File: src/hdl/tcpt_pkg.sv
package tcpt_pkg;

  // position scale, hundredths of a percent
  localparam int unsigned PosW     = 14;
  localparam logic [PosW-1:0] PosMax = 14'd10000;

  // serial divider geometry: 14 bit span magnitude times 32 bit run time
  localparam int unsigned ElapsedW  = 32;
  localparam int unsigned DividendW = PosW + ElapsedW;
  localparam int unsigned DivisorW  = 16;
  localparam int unsigned DivCntW   = $clog2(DividendW);

  // register defaults
  localparam logic [15:0] FullTravelRst = 16'd20000;
  localparam logic [15:0] OvershootRst  = 16'd2000;
  localparam logic [11:0] IntervalRst   = 12'd200;
  localparam logic        ActiveLowRst  = 1'b1;

  typedef enum logic [1:0] {
    OpMove = 2'd0,
    OpStop = 2'd1,
    OpTick = 2'd2,
    OpNone = 2'd3
  } op_e;

  typedef enum logic [1:0] {
    MotionStop = 2'd0,
    MotionUp   = 2'd1,
    MotionDown = 2'd2
  } motion_e;

  typedef enum logic [1:0] {
    RegFullTravel = 2'd0,
    RegOvershoot  = 2'd1,
    RegInterval   = 2'd2,
    RegActiveLow  = 2'd3
  } reg_idx_e;

endpackage

File: src/hdl/tcpt_div.sv
module tcpt_div (
  input  logic                                clk_i,
  input  logic                                rst_ni,
  input  logic                                start_i,
  input  logic [tcpt_pkg::DividendW-1:0]      dividend_i,
  input  logic [tcpt_pkg::DivisorW-1:0]       divisor_i,
  output logic                                done_o,
  output logic [tcpt_pkg::DividendW-1:0]      quotient_o
);
  import tcpt_pkg::*;

  logic [DivisorW-1:0]  rem_q, rem_d;
  logic [DividendW-1:0] quo_q, quo_d;
  logic [DivisorW-1:0]  dsr_q;
  logic [DivCntW-1:0]   cnt_q;
  logic                 busy_q, done_q;
  logic [DivisorW:0]    trial;
  logic [DivisorW:0]    diff;
  logic                 fits;

  // one quotient bit per cycle, restoring
  assign trial = {rem_q, quo_q[DividendW-1]};
  assign diff  = trial - {1'b0, dsr_q};
  assign fits  = trial >= {1'b0, dsr_q};

  always_comb begin
    rem_d = fits ? diff[DivisorW-1:0] : trial[DivisorW-1:0];
    quo_d = {quo_q[DividendW-2:0], fits};
  end

  always_ff @(posedge clk_i or negedge rst_ni) begin
    if (!rst_ni) begin
      busy_q <= 1'b0;
      done_q <= 1'b0;
      cnt_q  <= '0;
    end else begin
      done_q <= 1'b0;
      if (start_i) begin
        busy_q <= 1'b1;
        cnt_q  <= '0;
      end else if (busy_q) begin
        cnt_q <= cnt_q + 1'b1;
        if (cnt_q == DivCntW'(DividendW - 1)) begin
          busy_q <= 1'b0;
          done_q <= 1'b1;
        end
      end
    end
  end

  always_ff @(posedge clk_i) begin
    if (start_i) begin
      rem_q <= '0;
      quo_q <= dividend_i;
      dsr_q <= divisor_i;
    end else if (busy_q) begin
      rem_q <= rem_d;
      quo_q <= quo_d;
    end
  end

  assign done_o     = done_q;
  assign quotient_o = quo_q;

endmodule

File: src/hdl/timed_cover_position_tracker_unit.sv
// move, stop and idle items give their result in the cycle after the transfer
// a tick while moving runs the multiply step, the divide steps, the divider's done pulse and the finish step
// throughput: one item at a time, set by the bit-serial divider of the interpolation
// reset: asynchronous active low, registers to their defaults, shade stopped and open
// reset: no clearing pass, the block is ready as soon as reset is released
module timed_cover_position_tracker_unit (
  input  logic                          clk_i,
  input  logic                          rst_ni,
  // configuration write channel
  input  logic                          cfg_valid_i,
  output logic                          cfg_ready_o,
  input  logic [1:0]                    cfg_index_i,
  input  logic [15:0]                   cfg_data_i,
  // command channel
  input  logic                          in_valid_i,
  output logic                          in_ready_o,
  input  logic [1:0]                    operation_i,
  input  logic [tcpt_pkg::PosW-1:0]     target_position_i,
  // result channel
  output logic                          out_valid_o,
  input  logic                          out_ready_i,
  output logic [tcpt_pkg::PosW-1:0]     position_o,
  output logic                          position_updated_o,
  output logic                          relay_up_o,
  output logic                          relay_down_o,
  output logic [1:0]                    motion_state_o
);
  import tcpt_pkg::*;

  typedef enum logic [3:0] {
    StIdle = 4'b0001,
    StMul  = 4'b0010,
    StDiv  = 4'b0100,
    StFin  = 4'b1000
  } state_e;

  state_e state_q, state_d;

  // configuration registers
  logic [15:0] full_travel_q, overshoot_q;
  logic [11:0] interval_q;
  logic        active_low_q;

  // tracker state
  logic                moving_q;
  motion_e             dir_q;
  logic [PosW-1:0]     start_q, goal_q, reported_q;
  logic                endstop_q;
  logic [ElapsedW-1:0] elapsed_q;

  // result register
  logic            out_valid_q;
  logic [PosW-1:0] out_pos_q;
  logic            out_upd_q;
  motion_e         out_motion_q;

  logic            in_xfer, out_free;
  op_e             op;
  logic [PosW-1:0] tgt_sat;
  logic [ElapsedW:0] elapsed_sum;
  logic [ElapsedW-1:0] elapsed_next;

  // interpolation datapath
  logic                   opening;
  logic [PosW-1:0]        span_mag;
  logic [DividendW-1:0]   product;
  logic [DivisorW-1:0]    span;
  logic                   div_start, div_done;
  logic [DividendW-1:0]   quotient;
  logic signed [DividendW+1:0] est;
  logic signed [DividendW+1:0] start_s, goal_s, quo_s;
  logic                   reached;
  logic [DivisorW:0]      budget;
  logic                   halt;
  logic [PosW-1:0]        est_clamped, new_pos;

  assign cfg_ready_o = 1'b1;
  assign op          = op_e'(operation_i);
  // a result slot is free when empty or being emptied this cycle
  assign out_free    = !out_valid_q || out_ready_i;
  assign in_ready_o  = (state_q == StIdle) && out_free;
  assign in_xfer     = in_valid_i && in_ready_o;

  // targets past the closed end saturate and so become an end stop
  assign tgt_sat = (target_position_i > PosMax) ? PosMax : target_position_i;

  // elapsed run time saturates at the counter's top value
  assign elapsed_sum  = {1'b0, elapsed_q} + {{(ElapsedW - 12 + 1){1'b0}}, interval_q};
  assign elapsed_next = elapsed_sum[ElapsedW] ? '1 : elapsed_sum[ElapsedW-1:0];

  // |goal - start| * elapsed feeds the divider straight from the multiplier
  assign opening  = goal_q < start_q;
  assign span_mag = opening ? (start_q - goal_q) : (goal_q - start_q);
  assign product  = {{ElapsedW{1'b0}}, span_mag} * {{PosW{1'b0}}, elapsed_q};
  assign span     = (full_travel_q == '0) ? DivisorW'(1) : full_travel_q;
  assign div_start = (state_q == StMul);

  tcpt_div u_div (
    .clk_i      (clk_i),
    .rst_ni     (rst_ni),
    .start_i    (div_start),
    .dividend_i (product),
    .divisor_i  (span),
    .done_o     (div_done),
    .quotient_o (quotient)
  );

  // truncation toward zero falls out of dividing the magnitude
  always_comb begin
    start_s = $signed({{(DividendW + 2 - PosW){1'b0}}, start_q});
    goal_s  = $signed({{(DividendW + 2 - PosW){1'b0}}, goal_q});
    quo_s   = $signed({2'b00, quotient});
    est     = opening ? (start_s - quo_s) : (start_s + quo_s);
    reached = opening ? (est <= goal_s) : (est >= goal_s);
    budget  = {1'b0, full_travel_q} + (endstop_q ? {1'b0, overshoot_q} : '0);
    halt    = (reached && !endstop_q)
           || (elapsed_q >= {{(ElapsedW - DivisorW - 1){1'b0}}, budget});
    if (est < 0) begin
      est_clamped = '0;
    end else if (est > $signed({{(DividendW + 2 - PosW){1'b0}}, PosMax})) begin
      est_clamped = PosMax;
    end else begin
      est_clamped = est[PosW-1:0];
    end
    new_pos = halt ? goal_q : est_clamped;
  end

  // sequencer
  always_comb begin
    state_d = state_q;
    unique case (state_q)
      StIdle: begin
        if (in_xfer && op == OpTick && moving_q) state_d = StMul;
      end
      StMul: state_d = StDiv;
      StDiv: begin
        if (div_done) state_d = StFin;
      end
      StFin: begin
        if (out_free) state_d = StIdle;
      end
      default: state_d = StIdle;
    endcase
  end

  always_ff @(posedge clk_i or negedge rst_ni) begin
    if (!rst_ni) begin
      state_q       <= StIdle;
      full_travel_q <= FullTravelRst;
      overshoot_q   <= OvershootRst;
      interval_q    <= IntervalRst;
      active_low_q  <= ActiveLowRst;
      moving_q      <= 1'b0;
      dir_q         <= MotionStop;
      start_q       <= '0;
      goal_q        <= '0;
      endstop_q     <= 1'b0;
      elapsed_q     <= '0;
      reported_q    <= '0;
      out_valid_q   <= 1'b0;
    end else begin
      state_q <= state_d;

      if (cfg_valid_i) begin
        unique case (reg_idx_e'(cfg_index_i))
          RegFullTravel: full_travel_q <= cfg_data_i;
          RegOvershoot:  overshoot_q   <= cfg_data_i;
          RegInterval:   interval_q    <= cfg_data_i[11:0];
          RegActiveLow:  active_low_q  <= cfg_data_i[0];
          default: ;
        endcase
      end

      if (out_valid_q && out_ready_i) out_valid_q <= 1'b0;

      if (in_xfer) begin
        unique case (op)
          OpMove: begin
            start_q   <= reported_q;
            goal_q    <= tgt_sat;
            endstop_q <= (tgt_sat == '0) || (tgt_sat == PosMax);
            elapsed_q <= '0;
            moving_q  <= 1'b1;
            dir_q     <= (tgt_sat < reported_q) ? MotionUp : MotionDown;
          end
          OpStop: begin
            moving_q <= 1'b0;
            dir_q    <= MotionStop;
          end
          OpTick: begin
            if (moving_q) elapsed_q <= elapsed_next;
          end
          default: ;
        endcase
        // a tick while moving reports later, from the finish step
        if (!(op == OpTick && moving_q)) out_valid_q <= 1'b1;
      end

      if (state_q == StFin && out_free) begin
        reported_q  <= new_pos;
        out_valid_q <= 1'b1;
        if (halt) begin
          moving_q <= 1'b0;
          dir_q    <= MotionStop;
        end
      end
    end
  end

  // result payload, loaded with the transfer of an item that completes at once, or from the finish step
  always_ff @(posedge clk_i) begin
    if (in_xfer && !(op == OpTick && moving_q)) begin
      out_pos_q <= reported_q;
      out_upd_q <= 1'b0;
      unique case (op)
        OpMove:  out_motion_q <= (tgt_sat < reported_q) ? MotionUp : MotionDown;
        OpStop:  out_motion_q <= MotionStop;
        default: out_motion_q <= dir_q;
      endcase
    end else if (state_q == StFin && out_free) begin
      out_pos_q    <= new_pos;
      out_upd_q    <= 1'b1;
      out_motion_q <= halt ? MotionStop : dir_q;
    end
  end

  // the user must rewrite polarity only while idle (the block does not enforce it), so it is safe to apply late
  assign out_valid_o        = out_valid_q;
  assign position_o         = out_pos_q;
  assign position_updated_o = out_upd_q;
  assign motion_state_o     = out_motion_q;
  assign relay_up_o         = (out_motion_q == MotionUp) ^ active_low_q;
  assign relay_down_o       = (out_motion_q == MotionDown) ^ active_low_q;

endmodule

File: config.mk
export PLATFORM = sky130hd
export DESIGN_NAME = timed_cover_position_tracker_unit
export DESIGN_NICKNAME = d
export VERILOG_FILES = /design/src/hdl/tcpt_pkg.sv /design/src/hdl/tcpt_div.sv /design/src/hdl/timed_cover_position_tracker_unit.sv
export SDC_FILE = /design/constraint.sdc
export NUM_CORES = 2
export LEC_CHECK = 0
export ABC_AREA = 1
export CAP_MARGIN = 25
export CORE_UTILIZATION = 52
export DETAILED_ROUTE_END_ITERATION = 6
export DONT_BUFFER_PORTS = 1
export PLACE_DENSITY_LB_ADDON = 0.3
export RECOVER_POWER = 100
export SLEW_MARGIN = 20
export SYNTH_ARGS = -nofsm -noshare
export SYNTH_HDL_FRONTEND = slang
export SYNTH_SLANG_ARGS = --single-unit
File: constraint.sdc
create_clock -name clk_i -period 11.45 [get_ports clk_i]
set_clock_uncertainty 0.2 [all_clocks]
set_input_delay 1.7175 -clock clk_i [delete_from_list [all_inputs] [get_ports clk_i]]
set_output_delay 1.7175 -clock clk_i [all_outputs]
set_load 0.02 [all_outputs]
* Word level (Yosys, flattened, before mapping) *
Index checks and enable logic that the tools add are counted.

cells by class
  eq/ne operators = 17
  $lt $le $gt $ge = 9
  $mul = 1
  reduce and logical (&&, ||, !) cells = 29
  bitwise operators = 2
  add/sub/neg operators = 8
  multiplexer cells = 44

operators with widths
  cell                                                                               count
  14-bit 2-to-1 mux                                                                  7
  46-bit 2-to-1 mux                                                                  2
  32-bit 2-to-1 mux                                                                  2
  32-bit one-hot mux with 2 select lines                                             1
  48-bit by 15-bit >= comparator with 1-bit output                                   1
  48-bit by 15-bit greater-than comparator with 1-bit output, second input constant  1
  48-bit by 15-bit <= comparator with 1-bit output                                   1
  48-bit by 1-bit < comparator with 1-bit output, second input constant              1
  48-bit 2-to-1 mux                                                                  1
  14-bit by 46-bit adder with 47-bit output                                          1
  14-bit by 46-bit subtractor with 47-bit output                                     1
  14-bit by 32-bit multiplier with 46-bit output                                     1
  32-bit by 12-bit adder with 33-bit output                                          1
  32-bit by 17-bit >= comparator with 1-bit output                                   1
  16-bit 2-to-1 mux                                                                  2
  14-bit < comparator                                                                2
  14-bit subtractor                                                                  2
  16-bit by 16-bit adder with 17-bit output                                          1
  17-bit by 16-bit >= comparator with 1-bit output                                   1
  16-bit zero test                                                                   1
  4-bit one-hot mux with 4 select lines                                              1
  16-bit subtractor                                                                  1
  14-bit == test, second input constant                                              1
  14-bit greater-than comparator, second input constant                              1
  other kinds (25)                                                                   75

word-level totals
  output and inout port bits = 22
  word-level logic and storage cells = 132
  input port bits = 39
  register bits after elaboration = 231

* Logic depth before layout (Yosys ltp) *
  depth after elaboration = 9
  depth in mapped cells = 45
  mapped depth without buffers = 41

* Modules after synthesis *
Synthesis repeated with hierarchy kept, for this count alone.

unflattened totals
  cells, all modules = 4774
  area, all modules = 33622.2 um^2

modules (own cells, without submodules)
  module                             instances  cells each  seq. area each (um^2)  area each (um^2)
  timed_cover_position_tracker_unit  1          4195        3723.6                 28951.5
  tcpt_div                           1          579         2382.3                 4670.7

* Worst setup path before layout *
No wires, ideal clock.

  path type = register to register
  from = register start_q[1]
  to = register u_div.quo_q[42], in the netlist u_div.quotient_o[42] (data pin)
  buffers on the path = 3
  cell stages (with the launch flop) = 39
  period minus slack after synthesis = 8.316 ns
  path slack = 3.134 ns
  arrival time = 7.858 ns
  library setup time = 0.257 ns
  required time = 10.993 ns
  cells stage by stage = dfrtp_1 > inv_1 > fa_1 > nand2_1 > nand3_2 > nand2_2 > inv_2 > nor2_4 > buf_6 > buf_2 > buf_1 > nand2_1 > nand2_1 > nor2_1 > fa_1 > inv_1 > fa_1 > inv_1 > [3 not listed] > fa_1 > inv_1 > fa_1 > ha_1 > nand2_1 > o21ai_1 > nand3_1 > nand2_1 > nand2_1 > nand2_1 > a21boi_0 > o21ai_0 > a21oi_1 > o21bai_1 > a21oi_1 > or2_2 > nand3_1 > nand2_1

between the ends
  longest elaborated chain between the ends = 4
  elaborated cells between the ends (all ways) = 6
  classes of those cells = add/sub: 2; mul: 1; order compare: 1; mux: 2

ends and longest elaborated chain
  what                                                      line                                                                              source
  from (decl)                                               timed_cover_position_tracker_unit.sv:47                                           logic [PosW-1:0] start_q, goal_q, reported_q;
  from (signal assigned)                                    timed_cover_position_tracker_unit.sv:179                                          start_q <= reported_q;
  14-bit subtractor or 14-bit < comparator (tied branches)  timed_cover_position_tracker_unit.sv:93, timed_cover_position_tracker_unit.sv:92
  14-bit 2-to-1 mux (*)                                     timed_cover_position_tracker_unit.sv:93                                           assign span_mag = opening ? (start_q - goal_q) : (goal_q - start_q);
  14-bit by 32-bit multiplier with 46-bit output (*)        timed_cover_position_tracker_unit.sv:94                                           assign product = {{ElapsedW{1'b0}}, span_mag} * {{PosW{1'b0}}, elapsed_q};
  46-bit 2-to-1 mux (*)                                     tcpt_div.sv:52                                                                    if (start_i) begin
  to (signal assigned)                                      tcpt_div.sv:54                                                                    quo_q <= dividend_i;
  to (signal assigned)                                      tcpt_div.sv:58                                                                    quo_q <= quo_d;
  to (decl)                                                 tcpt_div.sv:13                                                                    logic [DividendW-1:0] quo_q, quo_d;

Every way passes the cells marked *; elsewhere a longest branch is shown, timed or not.
A chain may end at the register's enable or synchronous reset.

* Worst setup path after layout *
  from = register start_q[6]
  to = register u_div.quo_q[36], in the netlist u_div.quotient_o[36] (data pin)

The elaborated chain is that of the path after synthesis.

==> flow_summary.toml <==
[die]
floorplan.rows = 92
core_area_um2 = 63540
fp.dieH_um = 256.6
ios = 61
initial_utilization = 0.5303
chipWidth_um = 256.6
fp.dieArea_um2 = 65820

[sta]
rsz0062_at_grt = "no"
fin_tns_setup_ns = 0
drv_slew = 192
max_freq_mhz = 97.90
min_period_ns = 10.21
ratio_of_final_minimum_period_to_clock_period = 0.8921
slew_at_the_pin_with_the_worst_max_slew_slack_ns = 2.622
hold_violations = 0
timing.max_slew.rel_slack = -0.7479
finalSetupViolations = 0

[place]
hpwl_um = 89480
quantity_of_i_o_buffers_inserted_on_ports = 0
finalWeightedCongestion = 1.066

[cts]
post_cts_hold_buffer_count = 0
root_buffer = "sky130_fd_sc_hd__clkbuf_16"
cts_sinks = 231
cts-htree-levels = 1
clk_latency_ns = 0.59
cts-resized-gates = 0
cts_max_path_buffers = 3
path_clk_slew_ns = 0.06
cts_tree = "yes"
cts_made_buffers = 29
cts_setup_buffers = 0

[global_routing]
grt_pass1_vias = 30517
busiest_layer = "met2"
global_route.usage.met2 = 0.5559
grt_pass1_wl_um = 173400
maximum_number_of_pins_on_one_net_before_global_route_repair = 137
met1_resource_use_gr = 0.4503
grt.total_usage = 0.3386
met3_resource_use_gr = 0.03964
overflow = 0
grt_antenna_before_repair = 0

[worst_setup_path]
worst-r2r-cell-count = 32
endpoint_kind = "flip-flop"
cp_data_required_time_ns = 11.49
critical_path_arrival_ns = 10.25
worst_reg2reg_endpoint = "u_div.quotient_o[36]"
worstSetupPathType = "reg2reg"
critical-path-max-stage-delay_ns = 0.78
r2r_start = "start_q[6]"
worst_path_max_delay_cell = "sky130_fd_sc_hd__clkinv_1"
reg2reg_setup_slack_ns = 1.24
critical_path.endpoint = "u_div.quotient_o[36]"
timing.critical_path.from = "start_q[6]"
crit_path_max_fanout = 68
element_type_at_the_critical_path_start = "flip-flop"

[synth]
synth.area.top_cells = "sky130_fd_sc_hd__fa_1 (22%), sky130_fd_sc_hd__nand2_1 (15%), sky130_fd_sc_hd__ha_1 (9.5%)"
area_share_of_the_largest_cell_type_after_synthesis = 0.2163
synth_area_per_cell_um2 = 7.109
synth-async-reset-ratio = 0.5887
yosysTopAreaCell = "sky130_fd_sc_hd__fa_1"
synthCells = 4740
synth_nets = 5398
syn-cell-area_um2 = 33690
synth_seq_cells = 231
yosysWarnings = 0
synth_seq_area_share = 0.1812
synth_most_common_cell = "sky130_fd_sc_hd__nand2_1"
synth-edff-count = 78
synth.top_cells.by_count = "sky130_fd_sc_hd__nand2_1 (1316), sky130_fd_sc_hd__inv_1 (834), sky130_fd_sc_hd__nor2_1 (430)"
commonest_register_cell_after_synthesis = "sky130_fd_sc_hd__dfrtp_1"
synthDistinctLibCells = 63

[final_layout]
drive_above_1_share = 0.02862
fillers = 6270
layout.nets = 5283
antenna-diode-count = 0
multi_input_comb_area_um2 = 23580
area.sequential_um2 = 6106
area.growth.synth_to_final_pct = 4.441

[detailed_routing]
drc_errors = 0
drt-total-wl_um = 111200
detailedRoute.firstPassIterationCount = 6
total_vias_in_the_final_route = 30716
routed_wire_length_per_instance_um = 20.25
post_drt_via_cell_ratio = 5.592
route.antenna.remaining_nets = 0
detailedRoute.firstIterationViolations = 2583

[job]
maxCapViolations = 4

[run_status]
run_status = "finished with violations"
failing_checks = "capacitance limit, slew limit"

[hold_path]
hold_path.class = "reg2reg"
==> worst max-delay path: cells and delay by family, from the launching register on <==
family / cells / cell delay [ns]
AOI/OAI and AO/OA: 7 / 1.62
DFF: 1 / 0.40
adders and majority gates: 8 / 3.85
and+or+nand+nor: 10 / 2.63
buffers and inverters: 7 / 1.16
==> state kept, by name (all words and copies together) (netlist names) <==
name                cells
u_div.rem_q            16
elapsed_q              32
goal_q                 14
position_o             14
start_q                14
u_div.done_o            1
full_travel_q          16
u_div.quotient_o       46
reported_q             14
out_valid_o             1
u_div.dsr_q            16
u_div.cnt_q             6
dir_q                   2
position_updated_o      1
overshoot_q            16
moving_q                1
active_low_q            1
state_q                 4
motion_state_o          2
endstop_q               1
interval_q             12
u_div.busy_q            1
==> worst min-delay path by stage <==
stage / slack (ns) / cells past startpoint / start / end
2_1_floorplan: 0.23 / 1 / u_div.done_o / state_q[2]
3_3_place_gp: 0.26 / 2 / u_div.rem_q[13] / u_div.rem_q[13]
3_5_place_dp: 0.27 / 2 / u_div.rem_q[13] / u_div.rem_q[13]
4_1_cts: 0.28 / 2 / u_div.rem_q[13] / u_div.rem_q[13]
5_1_grt: 0.30 / 2 / overshoot_q[0] / overshoot_q[0]
6_report: 0.28 / 2 / u_div.rem_q[13] / u_div.rem_q[13]
==> layout make-up <==
cell class	instances	share of cell area
clock buffers	32	0.02123
clock inverters	21	0.009244
inverters	864	0.09216
multi-input cells	3477	0.6701
flip-flops and latches	231	0.1735
well taps	846	0.03008
repair buffers	22	0.003733
==> cell families (layout without fill, tap and decap cells) <==
kind of cell / Yosys count / count (layout) / synth area share
compound gates: 552 / 552 / 0.08953
simple gates: 2183 / 2183 / 0.2672
flops: 231 / 231 / 0.1812
fa+ha+maj: 619 / 619 / 0.3110
buf+inv: 1032 / 939 / 0.1192
other cells: 1 / 1 / 0.0001113
xor+xnor: 122 / 122 / 0.03171
==> per-layer routing <==
| layer | vias up | wire [um] |
|---|---|---|
| li1 | 14469 | - |
| met2 | 1255 | 51400 |
| met3 | 252 | 8194 |
| met1 | 14740 | 46060 |
| met4 | 0 | 5578 |
| met5 | - | 0 |
==> per-stage QoR <==
| step | hold slack (ns) | setup WS (ns) | utilization | instances | instance area (um^2) |
|---|---|---|---|---|---|
| final | 0.2845 | 1.236 | 0.5538 | 5493 | 35190 |
| after global routing | 0.2976 | 0.5100 | 0.5538 | 5493 | 35190 |
| after CTS | 0.2808 | 1.741 | 0.5547 | 5490 | 35240 |
| after detailed placement | 0.2701 | 1.754 | 0.5378 | 5437 | 34170 |
| after global placement | 0.2649 | 1.899 | 0.5375 | 5436 | 34150 |
| after floorplan | 0.2314 | 3.134 | - | 4740 | 33690 |
==> layout by cell type, fill, tap and decap left out, types with 13 or more instances in the layout <==
cell type and n:
sky130_fd_sc_hd__nor4_1 16, sky130_fd_sc_hd__o21bai_1 16, sky130_fd_sc_hd__clkinv_1 26, sky130_fd_sc_hd__ha_1 255
sky130_fd_sc_hd__or2_2 14, sky130_fd_sc_hd__xnor2_1 34, sky130_fd_sc_hd__o21ai_0 238, sky130_fd_sc_hd__o22ai_1 26
sky130_fd_sc_hd__edfxtp_1 78, sky130_fd_sc_hd__fa_1 364, sky130_fd_sc_hd__dfxtp_1 17, sky130_fd_sc_hd__clkbuf_16 29
sky130_fd_sc_hd__nor3_1 65, sky130_fd_sc_hd__a21oi_1 198, sky130_fd_sc_hd__a31oi_1 13, sky130_fd_sc_hd__nand4_1 40
sky130_fd_sc_hd__nand3_1 251, sky130_fd_sc_hd__nand2_1 1318, sky130_fd_sc_hd__inv_1 834, sky130_fd_sc_hd__dfrtp_1 120
sky130_fd_sc_hd__xor2_1 88, sky130_fd_sc_hd__nor2_1 430
Power is not shown: default switching activity piles up to over one toggle a cycle in this logic, so the estimate is an artifact.
